File: config.mk
export PLATFORM = sky130hd
export DESIGN_NAME = key_auto_repeat_core
export DESIGN_NICKNAME = d
export VERILOG_FILES = /design/src/kar_pkg.sv /design/src/kar_front.sv /design/src/kar_fifo.sv /design/src/kar_back.sv /design/src/key_auto_repeat_core.sv
export SDC_FILE = /design/constraint.sdc
export NUM_CORES = 1
export LEC_CHECK = 0
export BUFFER_PORTS_ARGS = -buffer_cell sky130_fd_sc_hd__buf_2
export CELL_PAD_IN_SITES_DETAIL_PLACEMENT = 1
export CELL_PAD_IN_SITES_GLOBAL_PLACEMENT = 1
export CORE_ASPECT_RATIO = 0.8
export CORE_MARGIN = 8
export CORE_UTILIZATION = 53
export CTS_CLUSTER_SIZE = 30
export DETAILED_ROUTE_END_ITERATION = 10
export PLACE_DENSITY = 0.84
export SLEW_MARGIN = 25
export SYNTH_ARGS = -nofsm -noshare
export SYNTH_HDL_FRONTEND = slang
export SYNTH_SLANG_ARGS = --single-unit
File: constraint.sdc
create_clock -name aclk -period 27.4 [get_ports aclk]
set_input_delay 6.85 -clock aclk [delete_from_list [all_inputs] [get_ports aclk]]
set_output_delay 6.85 -clock aclk [all_outputs]
set_load 0.02 [all_outputs]
File: src/kar_pkg.sv
// kar_pkg: shared constants, command codes and queue types for the key auto-repeat block
// no dependencies; used by kar_front, kar_fifo, kar_back and key_auto_repeat_core
package kar_pkg;

    localparam int TIME_W    = 48;
    localparam int KEY_W     = 8;
    localparam int CMD_W     = 2;
    localparam int INIT_W    = 22;
    localparam int RPT_W     = 21;
    localparam int CFG_W     = 22;
    localparam int CFG_IDX_W = 1;
    localparam int S_DATA_W  = 56;
    localparam int M_DATA_W  = 8;

    localparam int QDEPTH    = 2;
    localparam int QPTR_W    = $clog2(QDEPTH);
    localparam int QCNT_W    = $clog2(QDEPTH + 1);

    localparam int DIV_RADIX = 4;
    localparam int DIV_STEPS = TIME_W / DIV_RADIX;
    localparam int DIV_CNT_W = $clog2(DIV_STEPS);

    localparam logic [INIT_W-1:0] INIT_DELAY_RST = 22'd300000;
    localparam logic [RPT_W-1:0]  RPT_DELAY_RST  = 21'd100000;
    localparam logic [TIME_W-1:0] TIME_MAX       = '1;

    localparam logic [CMD_W-1:0] CMD_DOWN = 2'd0;
    localparam logic [CMD_W-1:0] CMD_UP   = 2'd1;
    localparam logic [CMD_W-1:0] CMD_TICK = 2'd2;

    localparam logic [CFG_IDX_W-1:0] CFG_IDX_INIT = 1'b0;
    localparam logic [CFG_IDX_W-1:0] CFG_IDX_RPT  = 1'b1;

    typedef enum logic [1:0] {
        KIND_DOWN,
        KIND_UP,
        KIND_TICK
    } kar_kind_t;

    typedef struct packed {
        kar_kind_t         kind;
        logic [KEY_W-1:0]  key;
        logic [TIME_W-1:0] now;
    } kar_item_t;

    typedef struct packed {
        logic full;
        logic empty;
    } kar_qstat_t;

endpackage

File: src/kar_front.sv
// kar_front: accepts input transactions, classifies them and pushes work into the queue
// depends on kar_pkg; feeds kar_fifo
module kar_front (
    input  logic                       s_tvalid,
    output logic                       s_tready,
    input  logic [kar_pkg::S_DATA_W-1:0] s_tdata,
    input  logic [kar_pkg::CMD_W-1:0]  s_tuser,
    input  kar_pkg::kar_qstat_t        q_stat,
    output logic                       push,
    output kar_pkg::kar_item_t         push_item
);

    function automatic logic is_repeatable(input logic [kar_pkg::KEY_W-1:0] k);
        logic rep;
        rep = 1'b1;
        unique case (k) inside
            [8'h00:8'h03], 8'h28, 8'h29, 8'h2B, 8'h39,
            [8'h46:8'h49], 8'h53, 8'h58, 8'h65, 8'h66,
            [8'h74:8'h7F], [8'h87:8'h8B], [8'h90:8'h94],
            [8'hE0:8'hE9], 8'hEC, 8'hEF, 8'hF0, 8'hF3, 8'hF4,
            [8'hF7:8'hFB]: rep = 1'b0;
            default:       rep = 1'b1;
        endcase
        return rep;
    endfunction

    logic [kar_pkg::KEY_W-1:0]  key;
    logic [kar_pkg::TIME_W-1:0] now;
    logic                       keep;
    kar_pkg::kar_kind_t         kind;

    assign key = s_tdata[kar_pkg::KEY_W-1:0];
    assign now = s_tdata[kar_pkg::KEY_W +: kar_pkg::TIME_W];

    // non-repeatable key downs and unknown commands have no effect and are dropped here
    always_comb begin
        keep = 1'b0;
        kind = kar_pkg::KIND_TICK;
        unique case (s_tuser)
            kar_pkg::CMD_DOWN: begin
                keep = is_repeatable(key);
                kind = kar_pkg::KIND_DOWN;
            end
            kar_pkg::CMD_UP: begin
                keep = 1'b1;
                kind = kar_pkg::KIND_UP;
            end
            kar_pkg::CMD_TICK: begin
                keep = 1'b1;
                kind = kar_pkg::KIND_TICK;
            end
            default: begin
                keep = 1'b0;
                kind = kar_pkg::KIND_TICK;
            end
        endcase
    end

    assign s_tready       = !q_stat.full;
    assign push           = s_tvalid && !q_stat.full && keep;
    assign push_item.kind = kind;
    assign push_item.key  = key;
    assign push_item.now  = now;

endmodule

File: src/kar_fifo.sv
// kar_fifo: short queue of classified events between front and back
// depends on kar_pkg
module kar_fifo (
    input  logic                aclk,
    input  logic                aresetn,
    input  logic                push,
    input  kar_pkg::kar_item_t  push_item,
    input  logic                pop,
    output kar_pkg::kar_item_t  head_item,
    output kar_pkg::kar_qstat_t q_stat
);

    kar_pkg::kar_item_t          entry_reg [kar_pkg::QDEPTH];
    logic [kar_pkg::QPTR_W-1:0]  wr_ptr_reg, wr_ptr_next;
    logic [kar_pkg::QPTR_W-1:0]  rd_ptr_reg, rd_ptr_next;
    logic [kar_pkg::QCNT_W-1:0]  count_reg, count_next;
    logic                        do_push, do_pop;

    assign q_stat.full  = (count_reg == kar_pkg::QCNT_W'(kar_pkg::QDEPTH));
    assign q_stat.empty = (count_reg == '0);
    assign do_push      = push && !q_stat.full;
    assign do_pop       = pop && !q_stat.empty;
    assign head_item    = entry_reg[rd_ptr_reg];

    always_comb begin
        wr_ptr_next = wr_ptr_reg;
        rd_ptr_next = rd_ptr_reg;
        count_next  = count_reg;
        if (do_push) begin
            wr_ptr_next = (wr_ptr_reg == kar_pkg::QPTR_W'(kar_pkg::QDEPTH - 1)) ? '0
                                                                               : wr_ptr_reg + 1'b1;
        end
        if (do_pop) begin
            rd_ptr_next = (rd_ptr_reg == kar_pkg::QPTR_W'(kar_pkg::QDEPTH - 1)) ? '0
                                                                               : rd_ptr_reg + 1'b1;
        end
        if (do_push && !do_pop) begin
            count_next = count_reg + 1'b1;
        end else if (do_pop && !do_push) begin
            count_next = count_reg - 1'b1;
        end
    end

    always_ff @(posedge aclk) begin
        if (!aresetn) begin
            wr_ptr_reg <= '0;
            rd_ptr_reg <= '0;
            count_reg  <= '0;
        end else begin
            wr_ptr_reg <= wr_ptr_next;
            rd_ptr_reg <= rd_ptr_next;
            count_reg  <= count_next;
        end
    end

    always_ff @(posedge aclk) begin
        if (do_push) begin
            entry_reg[wr_ptr_reg] <= push_item;
        end
    end

endmodule

File: src/kar_back.sv
// kar_back: repeat tracker state, deadline catch-up with a radix-16 remainder unit, result register
// depends on kar_pkg; drains kar_fifo
module kar_back (
    input  logic                        aclk,
    input  logic                        aresetn,
    input  logic [kar_pkg::INIT_W-1:0]  initial_delay_us,
    input  logic [kar_pkg::RPT_W-1:0]   repeat_delay_us,
    input  kar_pkg::kar_item_t          head_item,
    input  kar_pkg::kar_qstat_t         q_stat,
    output logic                        pop,
    output logic                        m_tvalid,
    input  logic                        m_tready,
    output logic [kar_pkg::M_DATA_W-1:0] m_tdata
);

    typedef enum logic [1:0] {
        ST_IDLE,
        ST_DIV,
        ST_FIX
    } state_t;

    typedef enum logic [1:0] {
        MODE_IDLE,
        MODE_DELAY,
        MODE_REPEAT
    } mode_t;

    state_t                        state_reg, state_next;
    mode_t                         mode_reg, mode_next;
    logic [kar_pkg::KEY_W-1:0]     held_key_reg, held_key_next;
    logic [kar_pkg::TIME_W-1:0]    deadline_reg, deadline_next;
    logic [kar_pkg::TIME_W-1:0]    now_reg, now_next;
    logic [kar_pkg::TIME_W-1:0]    gap_reg, gap_next;
    logic [kar_pkg::RPT_W-1:0]     rem_reg, rem_next;
    logic [kar_pkg::RPT_W-1:0]     delay_reg, delay_next;
    logic [kar_pkg::DIV_CNT_W-1:0] cnt_reg, cnt_next;
    logic                          out_valid_reg, out_valid_next;
    logic [kar_pkg::KEY_W-1:0]     out_key_reg, out_key_next;

    logic                          out_free;
    logic                          mode_active;
    logic                          tick_due;
    logic [kar_pkg::TIME_W-1:0]    tick_gap;
    logic [kar_pkg::TIME_W:0]      down_sum;
    logic [kar_pkg::RPT_W-1:0]     fix_add;
    logic [kar_pkg::TIME_W:0]      fix_sum;
    logic [kar_pkg::RPT_W-1:0]     div_rem;
    logic [kar_pkg::RPT_W:0]       div_trial;

    assign out_free    = !out_valid_reg || m_tready;
    assign mode_active = (mode_reg == MODE_DELAY) || (mode_reg == MODE_REPEAT);
    assign tick_due    = mode_active && (head_item.now >= deadline_reg);
    assign tick_gap    = head_item.now - deadline_reg;
    assign down_sum    = {1'b0, head_item.now} + (kar_pkg::TIME_W + 1)'(initial_delay_us);
    assign fix_add     = (rem_reg == '0) ? '0 : delay_reg - rem_reg;
    assign fix_sum     = {1'b0, now_reg} + (kar_pkg::TIME_W + 1)'(fix_add);
    assign pop         = (state_reg == ST_IDLE) && !q_stat.empty && out_free;

    // remainder of gap by the repeat delay, DIV_RADIX quotient bits per cycle, msb first
    always_comb begin
        div_rem   = rem_reg;
        div_trial = '0;
        for (int i = 0; i < kar_pkg::DIV_RADIX; i++) begin
            div_trial = {div_rem, gap_reg[kar_pkg::TIME_W-1-i]};
            if (div_trial >= {1'b0, delay_reg}) begin
                div_trial = div_trial - {1'b0, delay_reg};
            end
            div_rem = div_trial[kar_pkg::RPT_W-1:0];
        end
    end

    always_comb begin
        state_next     = state_reg;
        mode_next      = mode_reg;
        held_key_next  = held_key_reg;
        deadline_next  = deadline_reg;
        now_next       = now_reg;
        gap_next       = gap_reg;
        rem_next       = rem_reg;
        delay_next     = delay_reg;
        cnt_next       = cnt_reg;
        out_key_next   = out_key_reg;
        out_valid_next = out_valid_reg && !m_tready;

        unique case (state_reg)
            ST_IDLE: begin
                if (pop) begin
                    unique case (head_item.kind)
                        kar_pkg::KIND_DOWN: begin
                            mode_next     = MODE_DELAY;
                            held_key_next = head_item.key;
                            deadline_next = down_sum[kar_pkg::TIME_W] ? kar_pkg::TIME_MAX
                                                                      : down_sum[kar_pkg::TIME_W-1:0];
                        end
                        kar_pkg::KIND_UP: begin
                            if (mode_active && (held_key_reg == head_item.key)) begin
                                mode_next = MODE_IDLE;
                            end
                        end
                        kar_pkg::KIND_TICK: begin
                            if (tick_due) begin
                                mode_next      = MODE_REPEAT;
                                out_valid_next = 1'b1;
                                out_key_next   = held_key_reg;
                                if (tick_gap != '0) begin
                                    if (repeat_delay_us == '0) begin
                                        deadline_next = head_item.now;
                                    end else begin
                                        now_next   = head_item.now;
                                        gap_next   = tick_gap;
                                        delay_next = repeat_delay_us;
                                        rem_next   = '0;
                                        cnt_next   = '0;
                                        state_next = ST_DIV;
                                    end
                                end
                            end
                        end
                        default: begin
                            mode_next = mode_reg;
                        end
                    endcase
                end
            end
            ST_DIV: begin
                rem_next = div_rem;
                gap_next = gap_reg << kar_pkg::DIV_RADIX;
                cnt_next = cnt_reg + 1'b1;
                if (cnt_reg == kar_pkg::DIV_CNT_W'(kar_pkg::DIV_STEPS - 1)) begin
                    state_next = ST_FIX;
                end
            end
            ST_FIX: begin
                deadline_next = fix_sum[kar_pkg::TIME_W] ? kar_pkg::TIME_MAX
                                                         : fix_sum[kar_pkg::TIME_W-1:0];
                state_next    = ST_IDLE;
            end
            default: begin
                state_next = ST_IDLE;
            end
        endcase
    end

    always_ff @(posedge aclk) begin
        if (!aresetn) begin
            state_reg     <= ST_IDLE;
            mode_reg      <= MODE_IDLE;
            held_key_reg  <= '0;
            deadline_reg  <= '0;
            out_valid_reg <= 1'b0;
        end else begin
            state_reg     <= state_next;
            mode_reg      <= mode_next;
            held_key_reg  <= held_key_next;
            deadline_reg  <= deadline_next;
            out_valid_reg <= out_valid_next;
        end
        now_reg     <= now_next;
        gap_reg     <= gap_next;
        rem_reg     <= rem_next;
        delay_reg   <= delay_next;
        cnt_reg     <= cnt_next;
        out_key_reg <= out_key_next;
    end

    assign m_tvalid = out_valid_reg;
    assign m_tdata  = out_key_reg;

endmodule

File: src/key_auto_repeat_core.sv
// key_auto_repeat_core: top level of the key auto-repeat tracker, holds the delay registers
// depends on kar_pkg, kar_front, kar_fifo, kar_back
//
// channel   dir  handshake          payload
// s_        in   s_tvalid/s_tready  tuser cmd[1:0]; tdata key_code[7:0], now_us[55:8]
// m_        out  m_tvalid/m_tready  tdata repeat_key[7:0]
// cfg_      in   cfg_wr_en          cfg_index 0 initial_delay_us, 1 repeat_delay_us
//
// key down, key up and a tick that needs no catch-up are handled in ST_IDLE in the back end
// a due tick with the deadline behind now and a nonzero repeat delay goes on to ST_DIV,
// the radix-16 remainder unit over the 48-bit gap, and ST_FIX fixes up the deadline
// a two-entry queue lets the input side keep accepting while the back end works
// the back end waits when the result register is still full
// reset is synchronous: idle mode, empty queue, default delays
module key_auto_repeat_core (
    input  logic                           aclk,
    input  logic                           aresetn,
    input  logic                           s_tvalid,
    output logic                           s_tready,
    input  logic [kar_pkg::S_DATA_W-1:0]   s_tdata,   // key_code[7:0], now_us[55:8]
    input  logic [kar_pkg::CMD_W-1:0]      s_tuser,   // cmd[1:0]
    output logic                           m_tvalid,
    input  logic                           m_tready,
    output logic [kar_pkg::M_DATA_W-1:0]   m_tdata,   // repeat_key[7:0]
    input  logic                           cfg_wr_en,
    input  logic [kar_pkg::CFG_IDX_W-1:0]  cfg_index,
    input  logic [kar_pkg::CFG_W-1:0]      cfg_wdata
);

    logic [kar_pkg::INIT_W-1:0] initial_delay_reg;
    logic [kar_pkg::RPT_W-1:0]  repeat_delay_reg;

    kar_pkg::kar_qstat_t q_stat;
    kar_pkg::kar_item_t  push_item;
    kar_pkg::kar_item_t  head_item;
    logic                push;
    logic                pop;

    always_ff @(posedge aclk) begin
        if (!aresetn) begin
            initial_delay_reg <= kar_pkg::INIT_DELAY_RST;
            repeat_delay_reg  <= kar_pkg::RPT_DELAY_RST;
        end else if (cfg_wr_en) begin
            case (cfg_index)
                kar_pkg::CFG_IDX_INIT: initial_delay_reg <= cfg_wdata[kar_pkg::INIT_W-1:0];
                kar_pkg::CFG_IDX_RPT:  repeat_delay_reg  <= cfg_wdata[kar_pkg::RPT_W-1:0];
                default: begin
                    initial_delay_reg <= initial_delay_reg;
                end
            endcase
        end
    end

    kar_front u_front (
        .s_tvalid  (s_tvalid),
        .s_tready  (s_tready),
        .s_tdata   (s_tdata),
        .s_tuser   (s_tuser),
        .q_stat    (q_stat),
        .push      (push),
        .push_item (push_item)
    );

    kar_fifo u_fifo (
        .aclk      (aclk),
        .aresetn   (aresetn),
        .push      (push),
        .push_item (push_item),
        .pop       (pop),
        .head_item (head_item),
        .q_stat    (q_stat)
    );

    kar_back u_back (
        .aclk             (aclk),
        .aresetn          (aresetn),
        .initial_delay_us (initial_delay_reg),
        .repeat_delay_us  (repeat_delay_reg),
        .head_item        (head_item),
        .q_stat           (q_stat),
        .pop              (pop),
        .m_tvalid         (m_tvalid),
        .m_tready         (m_tready),
        .m_tdata          (m_tdata)
    );

endmodule
==> flow_metrics.tcl, run 1 <==
set metrics [dict create \
    cp_common_cell "a21oi_1" \
    io_pins 96 \
    post_cts_buffers 0 \
    post-place-cells 3652 \
    slew_viol_final 0 \
    die_h_um 218 \
    antenna_left 0 \
    cts_tree "built" \
    yosys_warnings 0 \
    grt_max_degree 74 \
    num_rows 74 \
    tns_ns 0 \
    critPathKind "flop to flop" \
    placed_cell_area_mm2 0.0280 \
    insertion_delay_ns 0.59 \
    via_per_inst 6.39 \
    async_flop_share_pct 0 \
    post-route-period-util_pct 48.5 \
    grt_most_used_layer "met1" \
    power_w 0.00318 \
    slowest_delay_ns 0.61 \
    final_cells 3725 \
    status "finished, final reports clean" \
    leakage_nw 11.6 \
    cts_made_buffers 40 \
    use_met3_pct 8.90 \
    synth_fp_nets 3261 \
    final_area_mm2 0.0293 \
    start_util_pct 53.1 \
    largest_reg_flops 116 \
    place_hpwl_mm 73.8 \
    syn_inst 2962 \
    grt_pass1_wl_mm 144 \
    dp_slack_ns 14.37 \
    cp.required_ns 27.85 \
    final_hold_viol_count 0 \
    critPathLaunchType "flop" \
    area_growth_pct 9.00 \
    maxCapViolations 0 \
    drt_iter0_markers 2429 \
    max_freq_ghz 0.0752 \
    antenna_found_initial 3 \
    synth_seq_cells 375 \
    clock-sinks 375 \
    synth_edf_count 266 \
    fin_crit_ns 13.30 \
    overflow 0 \
    p_per_area_mw_per_mm2 108 \
    synth_flop_cell "edfxtp_1" \
    grt_usage_pct 31.9 \
    finalWorstSetupSlack_ns 14.10 \
    synthDistinctLibCells 91 \
    clk_pin_slew_ns 0.07 \
    htreeDepth 2 \
    die-area_mm2 0.0583 \
    slowest_stage "nor2_1" \
    first_pass_iters 5 \
    met1_usage_pct 45.7 \
    clk_root_buffer_cell "clkbuf_16" \
    ir_worst_vdd_mv 0.0892 \
    wl_mm 95.5 \
    grt_pass1_vias 24200 \
    setup_viol 0 \
    tightest_slew_ns 1.12 \
    drc 0 \
    ys_seq_area_share_pct 37.8 \
    rsz0062_at_grt "no" \
    cts_hold_buf 0 \
    slew_headroom_pct 24.7 \
    route.vias.total 23800 \
    syn_area_mm2 0.0269 \
    register_area_mm2 0.0102 \
    multi_input_area_mm2 0.0157 \
    skew_ns 0.0318 \
    arrival_ns 13.74 \
    final_nets 3309 \
    synth_area_per_cell_um2 9.09 \
    cts_resized 0 \
    numPortBuffers 95 \
    gp_congestion 0.970 \
    die_x_um 268 \
    hold_class "flop to flop" \
    drive_above_1_share_pct 9.08 \
    worst_setup_path_end_kind "flop" \
    clockBufferDepth 3 \
    wl_per_cell_um 25.6 \
    fillers 5813 \
    core-area_mm2 0.0506 \
    crit_fanout 32 \
    met2_usage_pct 45.3 \
]
## cells in the mapped netlist, drive strengths merged (28+ instances only)
cell type | n | area, um2
a211oi | 44 | 335
a21o | 68 | 510
a21oi | 236 | 1200
a31oi | 28 | 181
and3 | 32 | 200
buf | 31 | 164
clkbuf | 82 | 309
dfxtp | 109 | 2180
edfxtp | 266 | 7990
ha | 205 | 2560
inv | 178 | 668
mux2 | 54 | 608
mux2i | 76 | 761
nand2 | 359 | 1350
nand2b | 41 | 257
nand3 | 72 | 360
nand4 | 41 | 257
nor2 | 209 | 801
nor2b | 33 | 206
nor3 | 58 | 290
o21ai | 138 | 694
o221ai | 38 | 333
or3 | 29 | 181
xnor2 | 129 | 1130
xor2 | 73 | 639
## final timing paths
check / startpoint / depth (start not counted) / to / slack [ns]
worst max-delay path: u_back.delay_reg[1]$_DFFE_PP_ / 45 / u_back.rem_reg[4]$_SDFFCE_PN0P_ / 14.10
worst min-delay path: repeat_delay_reg[18]$_SDFFE_PN0P_ / 0 / u_back.delay_reg[18]$_DFFE_PP_ / 0.46
worst max register to register: u_back.delay_reg[1]$_DFFE_PP_ / 45 / u_back.rem_reg[4]$_SDFFCE_PN0P_ / 14.10
worst min register to register: repeat_delay_reg[18]$_SDFFE_PN0P_ / 0 / u_back.delay_reg[18]$_DFFE_PP_ / 0.46
## cells in the final DEF, fill, tap and decap left out, types with 9 or more instances in the layout
master / instances
and3_1: 32
o221ai_1: 38
buf_2: 95
a21oi_1: 234
clkbuf_16: 42
clkbuf_1: 9
buf_4: 24
nor2_1: 208
xnor2_1: 129
o21a_1: 27
nor4_1: 22
nand2_1: 359
and2_1: 16
o21bai_1: 27
nand3b_1: 9
nand3_1: 72
mux2_2: 54
o31ai_1: 19
a21o_1: 68
nor2b_1: 31
dfxtp_1: 108
a211o_1: 11
xor2_1: 73
or3_1: 29
ha_1: 205
edfxtp_1: 266
o211ai_1: 21
or2_2: 11
nand4_1: 41
o21ai_0: 135
and4_1: 12
mux2i_1: 76
o22ai_1: 9
a211oi_1: 42
inv_1: 176
nand2b_1: 40
nor3_1: 57
a31oi_1: 27
## per-layer routing
metal,wire (um),part of all wire [%],vias up
li1,-,-,11000
met1,43200,45,11700
met2,39100,41,998
met3,9560,10,174
met4,3570,3.7,0
met5,0,0,-
## worst max-delay path: cells and delay by family (launching register included)
family	cells	cell delay, ns
and+or+nand+nor	7	1.82
DFF	1	0.55
AOI/OAI and AO/OA	29	7.29
muxes	2	0.85
buffers and inverters	3	0.89
adders and majority gates	4	1.72
## per-stage QoR
stage	util (%)	hold WS, ns
finish	57.9	0.461
global route	57.9	0.475
CTS	57.9	0.463
detailed placement	55.3	0.447
global placement	55.3	0.444
floorplan	-	0.421
## where the power goes
| part | total, W | internal (W) | leakage, nW | switching, W |
|---|---|---|---|---|
| Sequential | 0.000728 | 0.000695 | 3.29 | 0.0000326 |
| Clock | 0.000564 | 0.000318 | 0.653 | 0.000246 |
| Combinational | 0.00189 | 0.000684 | 7.67 | 0.00120 |
| Total | 0.00318 | 0.00170 | 11.6 | 0.00148 |
## final cells by class
cell class / count / share of cell area (%)
sequential: 375 / 34.7
clock inverter: 18 / 0.708
timing repair buffer: 119 / 2.24
inverter: 178 / 2.28
antenna: 1 / 0.00853
clock buffer: 54 / 3.81
tap: 684 / 2.92
multi-input combinational: 2296 / 53.4
## cell families (layout without fill, tap and decap cells)
group           count (synthesis)  in the layout  share of synthesized area [%]
buf+inv                       291            369                           4.24
compound gates                778            778                           19.0
fa+ha+maj                     214            214                           10.2
flops                         375            375                           37.8
xor+xnor                      202            202                           6.57
simple gates                  972            972                           17.1
other cells                     0              1                              0
mux                           130            130                           5.09
No activity file was read; power rests on OpenSTA's default activity.
==> run 2, diff against run 1 <==
--- a/config.mk
+++ b/config.mk
@@ -5,15 +5,16 @@
 export SDC_FILE = /design/constraint.sdc
 export NUM_CORES = 1
 export LEC_CHECK = 0
+export ABC_AREA = 1
 export BUFFER_PORTS_ARGS = -buffer_cell sky130_fd_sc_hd__buf_2
 export CELL_PAD_IN_SITES_DETAIL_PLACEMENT = 1
 export CELL_PAD_IN_SITES_GLOBAL_PLACEMENT = 1
 export CORE_ASPECT_RATIO = 0.8
 export CORE_MARGIN = 8
-export CORE_UTILIZATION = 53
+export CORE_UTILIZATION = 47
 export CTS_CLUSTER_SIZE = 30
 export DETAILED_ROUTE_END_ITERATION = 10
-export PLACE_DENSITY = 0.84
+export PLACE_DENSITY = 0.8
 export SLEW_MARGIN = 25
 export SYNTH_ARGS = -nofsm -noshare
 export SYNTH_HDL_FRONTEND = slang
==> constraint.sdc (replaced) <==
create_clock -name aclk -period 12.7 [get_ports aclk]
set_input_delay 3.175 -clock aclk [delete_from_list [all_inputs] [get_ports aclk]]
set_output_delay 3.175 -clock aclk [all_outputs]
set_load 0.02 [all_outputs]
==> run 2 against run 1 <==
Compared with the run above: area after synthesis up 9.0%; clock skew increased by 0.0054 ns; final area grew 9.3%; critical endpoint is now u_back.rem_reg[1]$_SDFFCE_PN0P_; synthesized cell count up 42%; via count grew 20%; sequential cell count did not move; setup slack got worse by 13 ns; sequential share of layout area shrank 2.9 points.
==> flow_metrics.tcl, run 2 <==
set metrics [dict create \
    synth_edf_count 266 \
    cts_tree "built" \
    finalWorstSetupSlack_ns 1.50 \
    via_per_inst 5.54 \
    synthTopCellsByArea "edfxtp_1 (27%), nand2_1 (15%), ha_1 (8.7%), inv_1 (7.9%), dfxtp_1 (7.4%)" \
    ff2ff_setup_slack_ns 1.50 \
    post_cts_buffers 0 \
    rsz0062_at_grt "no" \
    synthMuxAreaShare_pct 0.171 \
    hold_end "u_back.m_tdata[1]$_DFFE_PP_" \
    antenna_found_initial 5 \
    final_hold_viol_count 0 \
    final_area_mm2 0.0321 \
    clock-sinks 375 \
    synth-xor-area-share_pct 4.60 \
    die_x_um 295 \
    wl_per_cell_um 21.3 \
    drt_iter0_markers 2525 \
    drc 0 \
    synth-compound-area-share_pct 12.6 \
    overflow 0 \
    gp_congestion 0.951 \
    grt_usage_pct 30.6 \
    skew_ns 0.0372 \
    yosysMostFrequentCell "nand2_1" \
    diodes 0 \
    slew_viol_final 0 \
    synth_seq_cells 375 \
    cp_common_cell "nand2_1" \
    start_util_pct 47.2 \
    final_nets 4565 \
    final_common_cell "nand2_1" \
    clockBufferDepth 3 \
    grt_pass1_wl_mm 167 \
    status "finished, final reports clean" \
    maxCapViolations 0 \
    max_freq_ghz 0.0893 \
    io_pins 96 \
    first_pass_iters 6 \
    syn_inst 4197 \
    worst_setup_path_end_kind "flop" \
    route.vias.total 28500 \
    mostFrequentLayoutCells "nand2_1 (1,206), inv_1 (614), nor2_1 (432)" \
    post-route-period-util_pct 88.2 \
    wl_mm 110 \
    fin_crit_ns 11.20 \
    timing.rr.start "u_back.delay_reg[1]$_DFFE_PP_" \
    reg2reg_to "u_back.rem_reg[1]$_SDFFCE_PN0P_" \
    synth_area_per_cell_um2 6.99 \
    ys_seq_area_share_pct 34.7 \
    syn_area_mm2 0.0293 \
    worstHoldStart "u_back.held_key_reg[1]$_SDFFE_PN0P_" \
    synthAdderAreaFrac_pct 9.29 \
    area_growth_pct 9.28 \
    synth_flop_cell "edfxtp_1" \
    tns_ns 0 \
    final_util_pct 51.6 \
    place_hpwl_mm 87.7 \
    cts_hold_buf 0 \
    arrival_ns 11.55 \
    core-area_mm2 0.0622 \
    cts_made_buffers 42 \
    die_h_um 239 \
    htreeDepth 2 \
    clk_pin_slew_ns 0.08 \
    antenna_left 0 \
    synth_top_family_by_area "simple AND/OR/NAND/NOR gates" \
    yosysTopAreaCellShare_pct 27.2 \
    tightest_slew_ns 1.05 \
    grt_pass1_vias 28600 \
    synthSimpleGateAreaFrac_pct 29.1 \
    synthTopCellsByCount "nand2_1 (1,207), inv_1 (615), nor2_1 (435), o21ai_0 (300), edfxtp_1 (266)" \
    dp_slack_ns 1.73 \
    async_flop_share_pct 0 \
    grt_max_degree 97 \
    synthDistinctLibCells 58 \
    ff2ff_path_depth 57 \
    yosys_warnings 0 \
    placed_cell_area_mm2 0.0306 \
    crit_fanout 43 \
    slew_headroom_pct 29.9 \
    critPathLaunchType "flop" \
    insertion_delay_ns 0.62 \
    numPortBuffers 95 \
    synth_fp_nets 4496 \
    setup_viol 0 \
    slowest_stage "fa_1" \
    largest_reg_flops 116 \
    cp.required_ns 13.05 \
    die-area_mm2 0.0707 \
    hold_class "flop to flop" \
    drive_above_1_share_pct 6.07 \
    slowest_delay_ns 0.53 \
    synth_top_cell_by_area "edfxtp_1" \
    critPathKind "flop to flop" \
    num_rows 82 \
    cts_resized 0 \
    clk_root_buffer_cell "clkbuf_16" \
    min_delay_path_depth 0 \
]
-- run 2: cell types whose count changed after synthesis, moves of 38 or more --
cell,change
a21o_1,-45
mux2_2,-54
nor2_1,+227
nand2_1,+848
nand2b_1,-41
xnor2_1,-59
inv_1,+438
mux2i_1,-71
o221ai_1,-38
o21ai_0,+165
nand3_1,+139
-- run 2: final cells by class --
type	instances	area, um2
Fill cell	8224	30100
Multi-Input combinational cell	3109	16400
Sequential cell	375	10200
Inverter	625	2350
Clock buffer	52	1140
Tap cell	840	1050
Timing Repair Buffer	113	613
Clock inverter	26	342
-- run 2: how the worst max path moves through the flow --
stage	end	slack (ns)	start	cells after the start
2_1_floorplan	u_back.rem_reg[10]$_SDFFCE_PN0P_	4.41	u_back.delay_reg[1]$_DFFE_PP_	63
3_3_place_gp	u_back.rem_reg[0]$_SDFFCE_PN0P_	2.31	u_back.delay_reg[1]$_DFFE_PP_	57
3_5_place_dp	u_back.rem_reg[1]$_SDFFCE_PN0P_	1.73	u_back.delay_reg[1]$_DFFE_PP_	57
4_1_cts	u_back.rem_reg[1]$_SDFFCE_PN0P_	1.70	u_back.delay_reg[1]$_DFFE_PP_	57
5_1_grt	u_back.rem_reg[1]$_SDFFCE_PN0P_	0.42	u_back.delay_reg[1]$_DFFE_PP_	57
6_report	u_back.rem_reg[1]$_SDFFCE_PN0P_	1.50	u_back.delay_reg[1]$_DFFE_PP_	57
-- run 2: per-layer routing --
layer	GRT usage (%)	vias to the layer above	part of all wire [%]
li1	-	13800	-
met1	46.3	13600	49
met2	42.7	943	39
met3	8.00	131	9.7
met4	7.01	8	2.2
met5	0	-	0.048
-- run 2: cell families after synthesis --
family,count (synthesis)
fa+ha+maj,213
compound gates,673
simple gates,2064
buf+inv,713
mux,5
flops,375
xor+xnor,154
-- run 2: per-stage QoR --
stage	hold WS, ns	instances
after global routing	0.477	5140
after CTS	0.443	5140
after global placement	0.426	5062
after detailed placement	0.416	5062
after floorplan	0.408	4197
final	0.439	5140
-- run 2: worst max-delay path: cells and delay by family (launching register included) --
kind            cells  cell delay (ns)
compound gates     12             2.33
fa+ha+maj           4             1.69
buf+inv             5             0.79
flops               1             0.52
simple gates       36             5.57
Power of run 2 is left out: the tool's default activity adds up to more than one toggle a clock period on the data nets, which glitch-free logic cannot reach.
